### src/hdl/assert_macros.svh
// ---------------------------------------------------------------------------
// assert_macros
// Assertion macros shared by the RTL. Define ASSERT_OFF to compile them out.
// ---------------------------------------------------------------------------
// Both macros use the clk and rst_n of the module they stand in.
`ifndef ASSERT_MACROS_SVH
`define ASSERT_MACROS_SVH

`ifndef ASSERT_OFF
`define ASSERT_HOLDS(lbl, prop, msg) \
  lbl: assert property (@(posedge clk) disable iff (!rst_n) prop) else $error(msg);
`define ASSERT_NEVER(lbl, expr, msg) \
  lbl: assert property (@(posedge clk) disable iff (!rst_n) !(expr)) else $error(msg);
`else
`define ASSERT_HOLDS(lbl, prop, msg)
`define ASSERT_NEVER(lbl, expr, msg)
`endif

`endif

### src/hdl/sfcs_pkg.sv
// ---------------------------------------------------------------------------
// sfcs_pkg
// Types, opcodes and field widths of the SPI flash command sequencer.
// ---------------------------------------------------------------------------
package sfcs_pkg;

  localparam int ADDR_W  = 24;
  localparam int LEN_W   = 25;
  localparam int OP_W    = 3;
  localparam int MAX_RES = 7;
  localparam int CNT_W   = 3;

  // host-side operations
  localparam logic [OP_W-1:0] OP_READ  = 3'd0;
  localparam logic [OP_W-1:0] OP_PROG  = 3'd1;
  localparam logic [OP_W-1:0] OP_SECT  = 3'd2;
  localparam logic [OP_W-1:0] OP_CHIP  = 3'd3;
  localparam logic [OP_W-1:0] OP_WRITE = 3'd4;
  localparam logic [OP_W-1:0] OP_REPLY = 3'd5;

  // result kinds
  localparam logic [1:0] KIND_SPI    = 2'd0;
  localparam logic [1:0] KIND_DATA   = 2'd1;
  localparam logic [1:0] KIND_DONE   = 2'd2;
  localparam logic [1:0] KIND_REJECT = 2'd3;

  // sequencer phase
  localparam logic [1:0] PH_IDLE = 2'd0;
  localparam logic [1:0] PH_READ = 2'd1;
  localparam logic [1:0] PH_PROG = 2'd2;
  localparam logic [1:0] PH_POLL = 2'd3;

  // active command
  localparam logic [1:0] CMD_READ = 2'd0;
  localparam logic [1:0] CMD_PROG = 2'd1;
  localparam logic [1:0] CMD_SECT = 2'd2;
  localparam logic [1:0] CMD_CHIP = 2'd3;

  // flash opcodes
  localparam logic [7:0] SPI_WREN  = 8'h06;
  localparam logic [7:0] SPI_PP    = 8'h02;
  localparam logic [7:0] SPI_RDSR  = 8'h05;
  localparam logic [7:0] SPI_READ  = 8'h03;
  localparam logic [7:0] SPI_SE    = 8'hD8;
  localparam logic [7:0] SPI_CE    = 8'h60;
  localparam logic [7:0] SPI_DUMMY = 8'h00;

  typedef struct packed {
    logic [OP_W-1:0]   operation;
    logic [ADDR_W-1:0] address;
    logic [LEN_W-1:0]  length;
    logic [7:0]        data_byte;
  } item_t;

  typedef struct packed {
    logic [1:0] kind;
    logic [7:0] byte_value;
    logic       release_select;
    logic       wants_reply;
    logic       last;
  } res_t;

  typedef struct packed {
    logic [1:0]        phase;
    logic [1:0]        active_command;
    logic [ADDR_W-1:0] page_address;
    logic [LEN_W-1:0]  bytes_left;
  } ctl_t;

  function automatic res_t spi_word(input logic [7:0] val, input logic rel,
                                    input logic rep);
    res_t r;
    r.kind           = KIND_SPI;
    r.byte_value     = val;
    r.release_select = rel;
    r.wants_reply    = rep;
    r.last           = 1'b0;
    return r;
  endfunction

  function automatic res_t mark_word(input logic [1:0] kind, input logic [7:0] val);
    res_t r;
    r.kind           = kind;
    r.byte_value     = val;
    r.release_select = 1'b0;
    r.wants_reply    = 1'b0;
    r.last           = 1'b0;
    return r;
  endfunction

endpackage

### src/hdl/sfcs_in_if.sv
// ---------------------------------------------------------------------------
// sfcs_in_if
// Input channel: host commands, host write bytes and link reply bytes.
// ---------------------------------------------------------------------------
interface sfcs_in_if;
  import sfcs_pkg::*;

  logic              valid;
  logic              ready;
  logic [OP_W-1:0]   operation;
  logic [ADDR_W-1:0] address;
  logic [LEN_W-1:0]  length;
  logic [7:0]        data_byte;

  modport source (output valid, output operation, output address, output length,
                  output data_byte, input ready);
  modport sink (input valid, input operation, input address, input length,
                input data_byte, output ready);
endinterface

### src/hdl/sfcs_out_if.sv
// ---------------------------------------------------------------------------
// sfcs_out_if
// Result channel: SPI bytes with select/reply marks, read data, done, reject.
// ---------------------------------------------------------------------------
interface sfcs_out_if;
  logic       valid;
  logic       ready;
  logic [1:0] kind;
  logic [7:0] byte_value;
  logic       release_select;
  logic       wants_reply;
  logic       last;

  modport source (output valid, output kind, output byte_value, output release_select,
                  output wants_reply, output last, input ready);
  modport sink (input valid, input kind, input byte_value, input release_select,
                input wants_reply, input last, output ready);
endinterface

### src/hdl/sfcs_step.sv
// ---------------------------------------------------------------------------
// sfcs_step
// Decode of one word against the sequencer state: next state and the
// list of result words it produces.
// ---------------------------------------------------------------------------
module sfcs_step #(
  parameter int PAGE_BYTES   = 256,
  parameter int ADDRESS_BITS = 24,
  parameter int PFW          = $clog2(PAGE_BYTES) + 1
) (
  input  sfcs_pkg::item_t             item,
  input  sfcs_pkg::ctl_t              ctl,
  input  logic [PFW-1:0]              page_fill,
  output sfcs_pkg::ctl_t              ctl_nxt,
  output logic [PFW-1:0]              page_fill_nxt,
  output sfcs_pkg::res_t              results [sfcs_pkg::MAX_RES],
  output logic [sfcs_pkg::CNT_W-1:0]  res_cnt
);
  import sfcs_pkg::*;

  localparam int AW = (ADDRESS_BITS >= ADDR_W) ? ADDR_W : ADDRESS_BITS;
  localparam logic [ADDR_W-1:0] AMASK = {ADDR_W{1'b1}} >> (ADDR_W - AW);

  logic [ADDR_W-1:0] addr;
  logic [ADDR_W-1:0] next_page;
  logic [LEN_W-1:0]  bl_dec;
  logic [PFW-1:0]    pf_inc;
  logic              len_zero;
  logic              len_one;
  res_t              raw [MAX_RES];

  assign addr      = item.address & AMASK;
  assign next_page = (ctl.page_address + ADDR_W'(PAGE_BYTES)) & AMASK;
  assign bl_dec    = ctl.bytes_left - LEN_W'(1);
  assign pf_inc    = page_fill + PFW'(1);
  assign len_zero  = (item.length == '0);
  assign len_one   = (item.length == LEN_W'(1));

  always_comb begin
    ctl_nxt       = ctl;
    page_fill_nxt = page_fill;
    for (int i = 0; i < MAX_RES; i++) begin
      raw[i] = mark_word(KIND_REJECT, 8'h00);
    end
    res_cnt = CNT_W'(1);

    case (ctl.phase)
      PH_IDLE: begin
        case (item.operation)
          OP_READ: begin
            ctl_nxt.active_command = CMD_READ;
            raw[0]  = spi_word(SPI_READ, 1'b0, 1'b0);
            raw[1]  = spi_word(addr[23:16], 1'b0, 1'b0);
            raw[2]  = spi_word(addr[15:8], 1'b0, 1'b0);
            raw[3]  = spi_word(addr[7:0], len_zero, 1'b0);
            res_cnt = CNT_W'(5);
            if (len_zero) begin
              raw[4] = mark_word(KIND_DONE, 8'h00);
            end else begin
              raw[4]                 = spi_word(SPI_DUMMY, len_one, 1'b1);
              ctl_nxt.bytes_left     = item.length;
              ctl_nxt.phase          = PH_READ;
            end
          end
          OP_PROG: begin
            ctl_nxt.active_command = CMD_PROG;
            if (len_zero) begin
              raw[0] = mark_word(KIND_DONE, 8'h00);
            end else begin
              ctl_nxt.page_address = addr;
              ctl_nxt.bytes_left   = item.length;
              ctl_nxt.phase        = PH_PROG;
              page_fill_nxt        = '0;
              raw[0]  = spi_word(SPI_WREN, 1'b1, 1'b0);
              raw[1]  = spi_word(SPI_PP, 1'b0, 1'b0);
              raw[2]  = spi_word(addr[23:16], 1'b0, 1'b0);
              raw[3]  = spi_word(addr[15:8], 1'b0, 1'b0);
              raw[4]  = spi_word(addr[7:0], 1'b0, 1'b0);
              res_cnt = CNT_W'(5);
            end
          end
          OP_SECT: begin
            ctl_nxt.active_command = CMD_SECT;
            ctl_nxt.phase          = PH_POLL;
            raw[0]  = spi_word(SPI_WREN, 1'b1, 1'b0);
            raw[1]  = spi_word(SPI_SE, 1'b0, 1'b0);
            raw[2]  = spi_word(addr[23:16], 1'b0, 1'b0);
            raw[3]  = spi_word(addr[15:8], 1'b0, 1'b0);
            raw[4]  = spi_word(addr[7:0], 1'b1, 1'b0);
            raw[5]  = spi_word(SPI_RDSR, 1'b0, 1'b0);
            raw[6]  = spi_word(SPI_DUMMY, 1'b1, 1'b1);
            res_cnt = CNT_W'(7);
          end
          OP_CHIP: begin
            ctl_nxt.active_command = CMD_CHIP;
            ctl_nxt.phase          = PH_POLL;
            raw[0]  = spi_word(SPI_WREN, 1'b1, 1'b0);
            raw[1]  = spi_word(SPI_CE, 1'b1, 1'b0);
            raw[2]  = spi_word(SPI_RDSR, 1'b0, 1'b0);
            raw[3]  = spi_word(SPI_DUMMY, 1'b1, 1'b1);
            res_cnt = CNT_W'(4);
          end
          default: ;
        endcase
      end
      PH_READ: begin
        if (item.operation == OP_REPLY) begin
          ctl_nxt.bytes_left = bl_dec;
          raw[0]  = mark_word(KIND_DATA, item.data_byte);
          res_cnt = CNT_W'(2);
          if (bl_dec != '0) begin
            raw[1] = spi_word(SPI_DUMMY, bl_dec == LEN_W'(1), 1'b1);
          end else begin
            raw[1]        = mark_word(KIND_DONE, 8'h00);
            ctl_nxt.phase = PH_IDLE;
          end
        end
      end
      PH_PROG: begin
        if (item.operation == OP_WRITE) begin
          page_fill_nxt      = pf_inc;
          ctl_nxt.bytes_left = bl_dec;
          // page full or data exhausted: close the page and poll
          if (pf_inc >= PFW'(PAGE_BYTES) || bl_dec == '0) begin
            raw[0]        = spi_word(item.data_byte, 1'b1, 1'b0);
            raw[1]        = spi_word(SPI_RDSR, 1'b0, 1'b0);
            raw[2]        = spi_word(SPI_DUMMY, 1'b1, 1'b1);
            res_cnt       = CNT_W'(3);
            ctl_nxt.phase = PH_POLL;
          end else begin
            raw[0] = spi_word(item.data_byte, 1'b0, 1'b0);
          end
        end
      end
      PH_POLL: begin
        if (item.operation == OP_REPLY) begin
          if (item.data_byte[0]) begin
            // still busy
            raw[0]  = spi_word(SPI_RDSR, 1'b0, 1'b0);
            raw[1]  = spi_word(SPI_DUMMY, 1'b1, 1'b1);
            res_cnt = CNT_W'(2);
          end else if (ctl.active_command == CMD_PROG && ctl.bytes_left != '0) begin
            ctl_nxt.page_address = next_page;
            ctl_nxt.phase        = PH_PROG;
            page_fill_nxt        = '0;
            raw[0]  = spi_word(SPI_WREN, 1'b1, 1'b0);
            raw[1]  = spi_word(SPI_PP, 1'b0, 1'b0);
            raw[2]  = spi_word(next_page[23:16], 1'b0, 1'b0);
            raw[3]  = spi_word(next_page[15:8], 1'b0, 1'b0);
            raw[4]  = spi_word(next_page[7:0], 1'b0, 1'b0);
            res_cnt = CNT_W'(5);
          end else begin
            raw[0]        = mark_word(KIND_DONE, 8'h00);
            ctl_nxt.phase = PH_IDLE;
          end
        end
      end
      default: ;
    endcase
  end

  always_comb begin
    for (int i = 0; i < MAX_RES; i++) begin
      results[i]      = raw[i];
      results[i].last = (CNT_W'(i) == res_cnt - CNT_W'(1));
    end
  end

endmodule

### src/hdl/spi_flash_command_sequencer_core.sv
// Throughput: one result per cycle while the output is ready; a word producing
// k results (1 to 7) keeps the next word in the input register while they drain,
// single-result words flow at one per cycle while the output is ready.
// The output run buffer is the limit: it drains one result word per ready cycle.
// Reset (rst_n low, synchronous) empties both stages and returns to idle.
// ---------------------------------------------------------------------------
// spi_flash_command_sequencer_core
// Byte-level SPI NOR command sequencer: input register, decode, result run
// buffer drained one word per cycle while the output is ready.
// ---------------------------------------------------------------------------
`include "assert_macros.svh"

module spi_flash_command_sequencer_core #(
  parameter int PAGE_BYTES   = 256,
  parameter int ADDRESS_BITS = 24
) (
  input logic        clk,
  input logic        rst_n,
  sfcs_in_if.sink    in_ch,
  sfcs_out_if.source out_ch
);
  import sfcs_pkg::*;

  localparam int PFW = $clog2(PAGE_BYTES) + 1;

  // input register
  logic           s1_valid_r;
  item_t          s1_item_r;

  // sequencer state
  ctl_t           ctl_r;
  logic [PFW-1:0] page_fill_r;

  // result run buffer
  res_t             res_buf_r [MAX_RES];
  logic             buf_valid_r;
  logic [CNT_W-1:0] cnt_r;
  logic [CNT_W-1:0] idx_r;

  ctl_t             ctl_nxt;
  logic [PFW-1:0]   page_fill_nxt;
  res_t             results [MAX_RES];
  logic [CNT_W-1:0] res_cnt;

  res_t cur;
  logic take;
  logic done_take;
  logic load;
  logic in_take;

  sfcs_step #(
    .PAGE_BYTES   (PAGE_BYTES),
    .ADDRESS_BITS (ADDRESS_BITS),
    .PFW          (PFW)
  ) u_step (
    .item          (s1_item_r),
    .ctl           (ctl_r),
    .page_fill     (page_fill_r),
    .ctl_nxt       (ctl_nxt),
    .page_fill_nxt (page_fill_nxt),
    .results       (results),
    .res_cnt       (res_cnt)
  );

  assign cur       = res_buf_r[idx_r];
  assign take      = buf_valid_r && out_ch.ready;
  assign done_take = take && cur.last;
  assign load      = s1_valid_r && (!buf_valid_r || done_take);
  assign in_take   = in_ch.valid && in_ch.ready;

  assign in_ch.ready = !s1_valid_r || load;

  assign out_ch.valid          = buf_valid_r;
  assign out_ch.kind           = cur.kind;
  assign out_ch.byte_value     = cur.byte_value;
  assign out_ch.release_select = cur.release_select;
  assign out_ch.wants_reply    = cur.wants_reply;
  assign out_ch.last           = cur.last;

  always_ff @(posedge clk) begin
    if (in_take) begin
      s1_item_r.operation <= in_ch.operation;
      s1_item_r.address   <= in_ch.address;
      s1_item_r.length    <= in_ch.length;
      s1_item_r.data_byte <= in_ch.data_byte;
    end
    if (load) begin
      res_buf_r <= results;
    end
  end

  always_ff @(posedge clk) begin
    if (!rst_n) begin
      s1_valid_r  <= 1'b0;
      buf_valid_r <= 1'b0;
      cnt_r       <= '0;
      idx_r       <= '0;
      ctl_r       <= '{phase: PH_IDLE, active_command: CMD_READ,
                       page_address: '0, bytes_left: '0};
      page_fill_r <= '0;
    end else begin
      if (in_take) begin
        s1_valid_r <= 1'b1;
      end else if (load) begin
        s1_valid_r <= 1'b0;
      end

      if (load) begin
        buf_valid_r <= 1'b1;
        cnt_r       <= res_cnt;
        idx_r       <= '0;
        ctl_r       <= ctl_nxt;
        page_fill_r <= page_fill_nxt;
      end else if (take) begin
        if (cur.last) begin
          buf_valid_r <= 1'b0;
        end else begin
          idx_r <= idx_r + CNT_W'(1);
        end
      end
    end
  end

  `ASSERT_HOLDS(a_run_bounds, (buf_valid_r |-> (cnt_r != '0 && idx_r < cnt_r)), "run index out of range")
  `ASSERT_HOLDS(a_run_continues, ((take && !cur.last) |=> buf_valid_r), "run cut short")
  `ASSERT_HOLDS(a_done_is_last, ((buf_valid_r && (cur.kind == KIND_DONE || cur.kind == KIND_REJECT)) |-> cur.last), "done or reject not last in run")
  `ASSERT_HOLDS(a_prog_has_bytes, ((ctl_r.phase == PH_PROG) |-> (ctl_r.bytes_left != '0 && page_fill_r < PFW'(PAGE_BYTES))), "program phase with no bytes or full page")
  `ASSERT_NEVER(a_no_load_midrun, (load && buf_valid_r && !done_take), "run overwritten")

endmodule

### src/flat_wrapper.sv
// flat-port wrapper written by rule: the top's interface ports become plain ports
module spi_flash_command_sequencer_core_flat import sfcs_pkg::*;
#(
  parameter int PAGE_BYTES   = 256,
  parameter int ADDRESS_BITS = 24
)
  (clk, rst_n, in_ch_valid, in_ch_operation, in_ch_address, in_ch_length, in_ch_data_byte, in_ch_ready, out_ch_valid, out_ch_kind, out_ch_byte_value, out_ch_release_select, out_ch_wants_reply, out_ch_last, out_ch_ready);
  sfcs_in_if in_ch_i ();
  sfcs_out_if out_ch_i ();
  input logic clk;
  input logic rst_n;
  input wire logic [$bits(in_ch_i.valid)-1:0] in_ch_valid;
  input wire logic [$bits(in_ch_i.operation)-1:0] in_ch_operation;
  input wire logic [$bits(in_ch_i.address)-1:0] in_ch_address;
  input wire logic [$bits(in_ch_i.length)-1:0] in_ch_length;
  input wire logic [$bits(in_ch_i.data_byte)-1:0] in_ch_data_byte;
  output wire logic [$bits(in_ch_i.ready)-1:0] in_ch_ready;
  output wire logic [$bits(out_ch_i.valid)-1:0] out_ch_valid;
  output wire logic [$bits(out_ch_i.kind)-1:0] out_ch_kind;
  output wire logic [$bits(out_ch_i.byte_value)-1:0] out_ch_byte_value;
  output wire logic [$bits(out_ch_i.release_select)-1:0] out_ch_release_select;
  output wire logic [$bits(out_ch_i.wants_reply)-1:0] out_ch_wants_reply;
  output wire logic [$bits(out_ch_i.last)-1:0] out_ch_last;
  input wire logic [$bits(out_ch_i.ready)-1:0] out_ch_ready;
  assign in_ch_i.valid = in_ch_valid;
  assign in_ch_i.operation = in_ch_operation;
  assign in_ch_i.address = in_ch_address;
  assign in_ch_i.length = in_ch_length;
  assign in_ch_i.data_byte = in_ch_data_byte;
  assign in_ch_ready = in_ch_i.ready;
  assign out_ch_valid = out_ch_i.valid;
  assign out_ch_kind = out_ch_i.kind;
  assign out_ch_byte_value = out_ch_i.byte_value;
  assign out_ch_release_select = out_ch_i.release_select;
  assign out_ch_wants_reply = out_ch_i.wants_reply;
  assign out_ch_last = out_ch_i.last;
  assign out_ch_i.ready = out_ch_ready;
  spi_flash_command_sequencer_core #(.PAGE_BYTES(PAGE_BYTES), .ADDRESS_BITS(ADDRESS_BITS)) u_core (.clk(clk), .rst_n(rst_n), .in_ch(in_ch_i), .out_ch(out_ch_i));
endmodule
### config.mk
export PLATFORM = sky130hd
export DESIGN_NAME = spi_flash_command_sequencer_core_flat
export DESIGN_NICKNAME = d
export VERILOG_FILES = /design/src/hdl/sfcs_pkg.sv /design/src/hdl/sfcs_in_if.sv /design/src/hdl/sfcs_out_if.sv /design/src/hdl/sfcs_step.sv /design/src/hdl/spi_flash_command_sequencer_core.sv /design/src/flat_wrapper.sv
export VERILOG_INCLUDE_DIRS = /design/src /design/src/hdl
export SDC_FILE = /design/constraint.sdc
export NUM_CORES = 1
export LEC_CHECK = 0
export BUFFER_PORTS_ARGS = -buffer_cell sky130_fd_sc_hd__buf_2
export CAP_MARGIN = 5
export CORE_ASPECT_RATIO = 0.9
export CORE_MARGIN = 2
export CORE_UTILIZATION = 30
export DETAILED_ROUTE_END_ITERATION = 8
export PLACE_DENSITY = 0.54
export REMOVE_ABC_BUFFERS = 1
export SLEW_MARGIN = 20
export SYNTH_ARGS = -nofsm -noshare
export SYNTH_HDL_FRONTEND = slang
export SYNTH_SLANG_ARGS = --single-unit
### constraint.sdc
create_clock -name clk -period 5.94 [get_ports clk]
set_input_delay 1.188 -clock clk [delete_from_list [all_inputs] [get_ports clk]]
set_output_delay 1.188 -clock clk [all_outputs]
set_load 0.02 [all_outputs]
Yosys cells after proc, flatten, opt, wreduce, memory -nomap -nowiden
Cells that the tools add are included.
W data, S select, Z words.
- register bits: 218
- bits of input ports: 64
- output and inout port bits: 15
- word-level logic and storage cells: 184
- add/subtract/negate cells: 5
- $lt $le $gt $ge: 2
- eq/ne operators: 30
- muxes and demuxes: 65
- bitwise logic cells: 3
- reduce and logical (&&, ||, !) cells: 32
- operators with widths (cell ; count):
    $pmux W52 S4 ; 1
    $mux W26 ; 4
    $mux W52 ; 2
    $pmux W26 S4 ; 1
    $mux W24 ; 4
    $mux W13 ; 6
    $mux W39 ; 2
    $pmux W13 S3 ; 2
    $mux W25 ; 3
    $pmux W25 S3 ; 1
    $mux W65 ; 1
    $mux W9 ; 6
    $pmux W26 S2 ; 1
    $eq A25 B1 Y1 const B ; 2
    $logic_not A25 Y1 ; 2
    $pmux W25 S2 ; 1
    $reduce_bool A25 Y1 ; 2
    $mux W49 ; 1
    $pmux W24 S2 ; 1
    $bmux W13 S3 ; 1
    $pmux W9 S3 ; 1
    $sub A25 B1 Y25 const B ; 1
    $add A24 B9 Y24 const B ; 1
    $mux W2 ; 12
    39 further kinds ; 78

Logic depth before layout (Yosys ltp)
- depth after elaboration: 10
- depth in mapped cells: 10
- mapped depth without buffers: 9

Cells and area by module
A second synthesis with hierarchy kept.
- cells, all modules: 1248
- area, all modules: 12032.8 µm²
- by module, submodules not included (module ; instances ; cells each ; area an instance (µm²) ; seq. area each (µm²)):
    spi_flash_command_sequencer_core ; 1 ; 546 ; 7764.9 ; 5875.6
    sfcs_step ; 1 ; 702 ; 4267.8 ; 0.0

Worst setup path after synthesis
No wires, ideal clock.
- path kind: input to register
- start: input out_ch_ready
- end: register u_core.s1_item_r[0] (netlist name) (enable)
- setup time: 0.498 ns
- arrival: 4.228 ns
- required time: 5.442 ns
- path slack: 1.214 ns
- cell stages on the path: 2
- path through: a21oi_1 > a21oi_1
- word-level cells in the longest chain between the ends: 6
- RTL lines (element ; line ; source):
    start: declaration ; flat_wrapper.sv:24 ; input wire logic [$bits(out_ch_i.ready)-1:0] out_ch_ready;
    $logic_and A1 B1 Y1 ; spi_flash_command_sequencer_core.sv:66 ; assign take = buf_valid_r && out_ch.ready;
    $logic_and A1 B1 Y1 ; spi_flash_command_sequencer_core.sv:67 ; assign done_take = take && cur.last;
    $logic_or A1 B1 Y1 ; spi_flash_command_sequencer_core.sv:68 ; assign load = s1_valid_r && (!buf_valid_r || done_take);
    $logic_and A1 B1 Y1 ; spi_flash_command_sequencer_core.sv:68 ;
    $logic_or A1 B1 Y1 ; spi_flash_command_sequencer_core.sv:71 ; assign in_ch.ready = !s1_valid_r || load;
    $logic_and A1 B1 Y1 ; spi_flash_command_sequencer_core.sv:69 ; assign in_take = in_ch.valid && in_ch.ready;
    via u_core.in_take ; spi_flash_command_sequencer_core.sv:49 ; logic in_take;
    end: declaration ; spi_flash_command_sequencer_core.sv:28 ; item_t s1_item_r;
The timed path passes the listed nets, and every way through them passes these cells.
A chain may end at the register's enable or synchronous reset.

Final worst setup path
- start: register u_core.idx_r[0]
- end: output in_ch_ready
- word-level cells in the longest chain between the ends: 8
- RTL lines (element ; line ; source):
    start: declaration ; spi_flash_command_sequencer_core.sv:38 ; logic [CNT_W-1:0] idx_r;
    start signal: assignment ; spi_flash_command_sequencer_core.sv:118 ; idx_r <= idx_r + CNT_W'(1);
    $not A3 Y4 (implied by the code) ; spi_flash_command_sequencer_core.sv:65 ; assign cur = res_buf_r[idx_r];
    $bmux W13 S3 ; spi_flash_command_sequencer_core.sv:65 ;
    $mux W13 (implied by the code) (2 in a row) ; spi_flash_command_sequencer_core.sv:65 ;
    $logic_and A1 B1 Y1 ; spi_flash_command_sequencer_core.sv:67 ;
    $logic_or A1 B1 Y1 ; spi_flash_command_sequencer_core.sv:68 ;
    $logic_and A1 B1 Y1 ; spi_flash_command_sequencer_core.sv:68 ;
    $logic_or A1 B1 Y1 ; spi_flash_command_sequencer_core.sv:71 ;
    end: declaration ; flat_wrapper.sv:17 ; output wire logic [$bits(in_ch_i.ready)-1:0] in_ch_ready;
No other way between the ends. The select of a mux whose other input is x is not followed.

==> qor.yml <==
synth.avg_cell_area_sq_um: 10.0
regArea_sq_mm: 0.00510
fp.dieW_microns: 195
grt_overflow: 0
routedWlPerCell_microns: 19.1
synth_seq_cells: 192
drive_above_1_share_pct: 16.0
pwr-share-seq_pct: 49.3
cts_hold_buffers: 0
grt_max_degree: 66
dieHeight_microns: 176
relSlewSlack_pct: 30.0
grt_pass1_vias: 7465
status: "complete, no violations"
period_minus_slack_ps: 4080
fp.dieArea_sq_mm: 0.0343
syn2layout_area_growth_pct: 13.7
layout_commonest_cell: "edfxtp_1"
rsz0062_at_grt: "no"
gr-usage-all-layers_pct: 16.4
grt_pass1_wl_mm: 43.5
vias: 7854
max_freq_mhz: 245
p_clk_share_pct: 36.6
cts.path.max_buffers: 2
drt_iter0_markers: 929
synth_top_area_share_pct: 38.1
cts.sinks: 192
peakVddDrop_mv: 0.190
p_sw_share_pct: 29.0
fp.coreArea_sq_mm: 0.0321
postCtsSetupBuffers: 0
reg2reg_to: "u_core.ctl_r[44]$_SDFFE_PN0P_"
power_mw: 3.17
layout_common_cells: "edfxtp_1 (125), nand2_1 (98), a21oi_1 (93), nor2_1 (93), buf_2 (78)"
hold-path-endpoint: "u_core.ctl_r[32]$_SDFFE_PN0P_"
cts_tree: "yes"
critical_path_class: "flip-flop to output pin"
antenna_found_initial: 0
finalSetupViolCount: 0
combinationalPowerShare_pct: 14.1
dp_hpwl_mm: 18.5
skew_ps: 13.8
multi_input_area_sq_mm: 0.00440
async_reset_ff_share_pct: 0
arrival_ps: 2900
initial_core_util_pct: 30.7
clock_latency_ps: 450
dr.pass1.iters: 6
reg2reg_depth: 7
io_pins: 79
nNetsFinal: 1107
yosysUniqueCellTypes: 82
worst_setup_path_end_kind: "output pin"
worstHoldPathCells: 2
worst_slew_pin_slew_ps: 1050
drv_slew: 0
p_int_mw: 2.25
synth_flop_cell: "edfxtp_1"
yosysTopAreaCell: "edfxtp_1"
antenna_cells: 0
leakagePower_nw: 4.03
p_switching_uw: 918
cp-start-kind: "flip-flop"
cts_htree_levels: 4
hold_viol: 0
postCtsResizedCells: 0
fillers: 3271
gp_congestion: 0.852
synth_area_leaders: "edfxtp_1 (38%), dfxtp_1 (14%), a21oi_1 (4.8%), nand2_1 (3.7%), nor2_1 (3.5%)"
cts_buffers: 17
wirelength_mm: 27.9
fin_crit_sh_pct: 68.8
fp-row-count: 62
max-cap-violations: 0
yosysWarnings: 0
hold_class: "flip-flop to flip-flop"
cp_data_required_time_ps: 4750
r2r-start: "u_core.ctl_r[51]$_SDFFE_PN0P_"
synth_cells: 985
powerDensity_mw_per_mm2: 282
cp_max_fo: 44
ant_nets: 0
setup_tns_ps: 0
hold_start: "u_core.ctl_r[32]$_SDFFE_PN0P_"
cts_root_buffer: "clkbuf_16"
clk_pin_slew_worst_paths_ps: 80
vias_per_cell: 5.38
rrSetupSlack_ps: 2460
synth_area_sq_mm: 0.00986
ys_seq_area_share_pct: 51.6
drc_errors: 0
port_buffers: 78
synth-edff-count: 125
## worst max-delay path by stage
| stage | slack, ps | from | endpoint | cells after the start |
|---|---|---|---|---|
| global route | 1660 | u_core.idx_r[0]$_SDFFE_PP0P_ | in_ch_ready | 5 |
| finish | 1860 | u_core.idx_r[0]$_SDFFE_PP0P_ | in_ch_ready | 5 |
| detailed placement | 2320 | u_core.idx_r[0]$_SDFFE_PP0P_ | in_ch_ready | 5 |
| global placement | 2350 | u_core.idx_r[0]$_SDFFE_PP0P_ | in_ch_ready | 5 |
| floorplan | 550 | u_core.idx_r[0]$_SDFFE_PP0P_ | u_core.s1_item_r[0]$_DFFE_PP_ | 4 |
| CTS | 1810 | u_core.idx_r[0]$_SDFFE_PP0P_ | in_ch_ready | 5 |
## synth_stat cells (11+ instances only)
master      n
mux2i_1    23
nand2_1    98
nand2b_1   28
ha_1       13
edfxtp_1  125
a21oi_1    94
o21ai_0    42
dfxtp_1    67
inv_1      29
nand3_1    26
clkbuf_1   41
a22oi_1    12
nor2_1     93
xor2_1     11
a222oi_1   13
and2_1     13
nor3_1     31
nor4_1     14
nand4_1    15
## power by group through the flow
stage / combinational [mW] / sequential, mW / clock [mW]
2_1_floorplan: 0.302 / 1.57 / 0
3_3_place_gp: 0.435 / 1.59 / 0
3_5_place_dp: 0.439 / 1.59 / 0
4_1_cts: 0.442 / 1.56 / 1.19
5_1_grt: 0.494 / 1.57 / 1.24
6_report: 0.445 / 1.56 / 1.16
## registers in the layout, summed over array words and instances, names as in the netlist
signal	flops
u_core.s1_item_r	60
u_core.ctl_r	53
u_core.page_fill_r	9
u_core.out_ch.valid	1
u_core.idx_r	3
u_core.s1_valid_r	1
u_core.res_buf_r	65
## critical path, cell delays in order, from the launching register on
cell and delay (ps):
dfxtp_2 980, mux4_2 610, o21a_1 210, a21oi_1 340, nand2_1 120, buf_2 170
## layout make-up
type                       instances  share of cell area [%]
timing repair buffer              90                    4.46
sequential                       192                    45.4
multi-input combinational        698                    39.2
tap                              416                    4.64
inverter                          31                    1.04
clock buffer                      20                    4.17
clock inverter                    12                    1.05
## through the flow
| stage | hold slack (ps) | cell area (sq um) | util (%) | instances | setup WS [ps] |
|---|---|---|---|---|---|
| final | 456 | 11200 | 34.9 | 1459 | 1860 |
| after global routing | 483 | 11200 | 34.9 | 1459 | 1660 |
| after CTS | 457 | 11200 | 34.8 | 1458 | 1810 |
| after detailed placement | 447 | 10600 | 33.0 | 1426 | 2320 |
| after global placement | 438 | 10600 | 33.0 | 1426 | 2350 |
| after floorplan | 432 | 9590 | - | 921 | 551 |
## cell families after synthesis
family | Yosys count | synth area share (%)
simple gates | 365 | 18.6
fa+ha+maj | 13 | 1.65
other cells | 1 | 0.0380
buf+inv | 95 | 4.00
compound gates | 271 | 18.9
xor+xnor | 19 | 1.69
mux | 29 | 3.48
flops | 192 | 51.6
## layer usage
| metal | global-route usage, % | up-vias | wire length [microns] |
|---|---|---|---|
| met4 | 5.41 | 0 | 568 |
| met2 | 24.7 | 194 | 12500 |
| met3 | 3.42 | 32 | 1290 |
| met1 | 23.5 | 3855 | 13600 |
| li1 | - | 3773 | - |
| met5 | 0 | - | 0 |
Note: power is estimated with default switching activity, not from simulation.
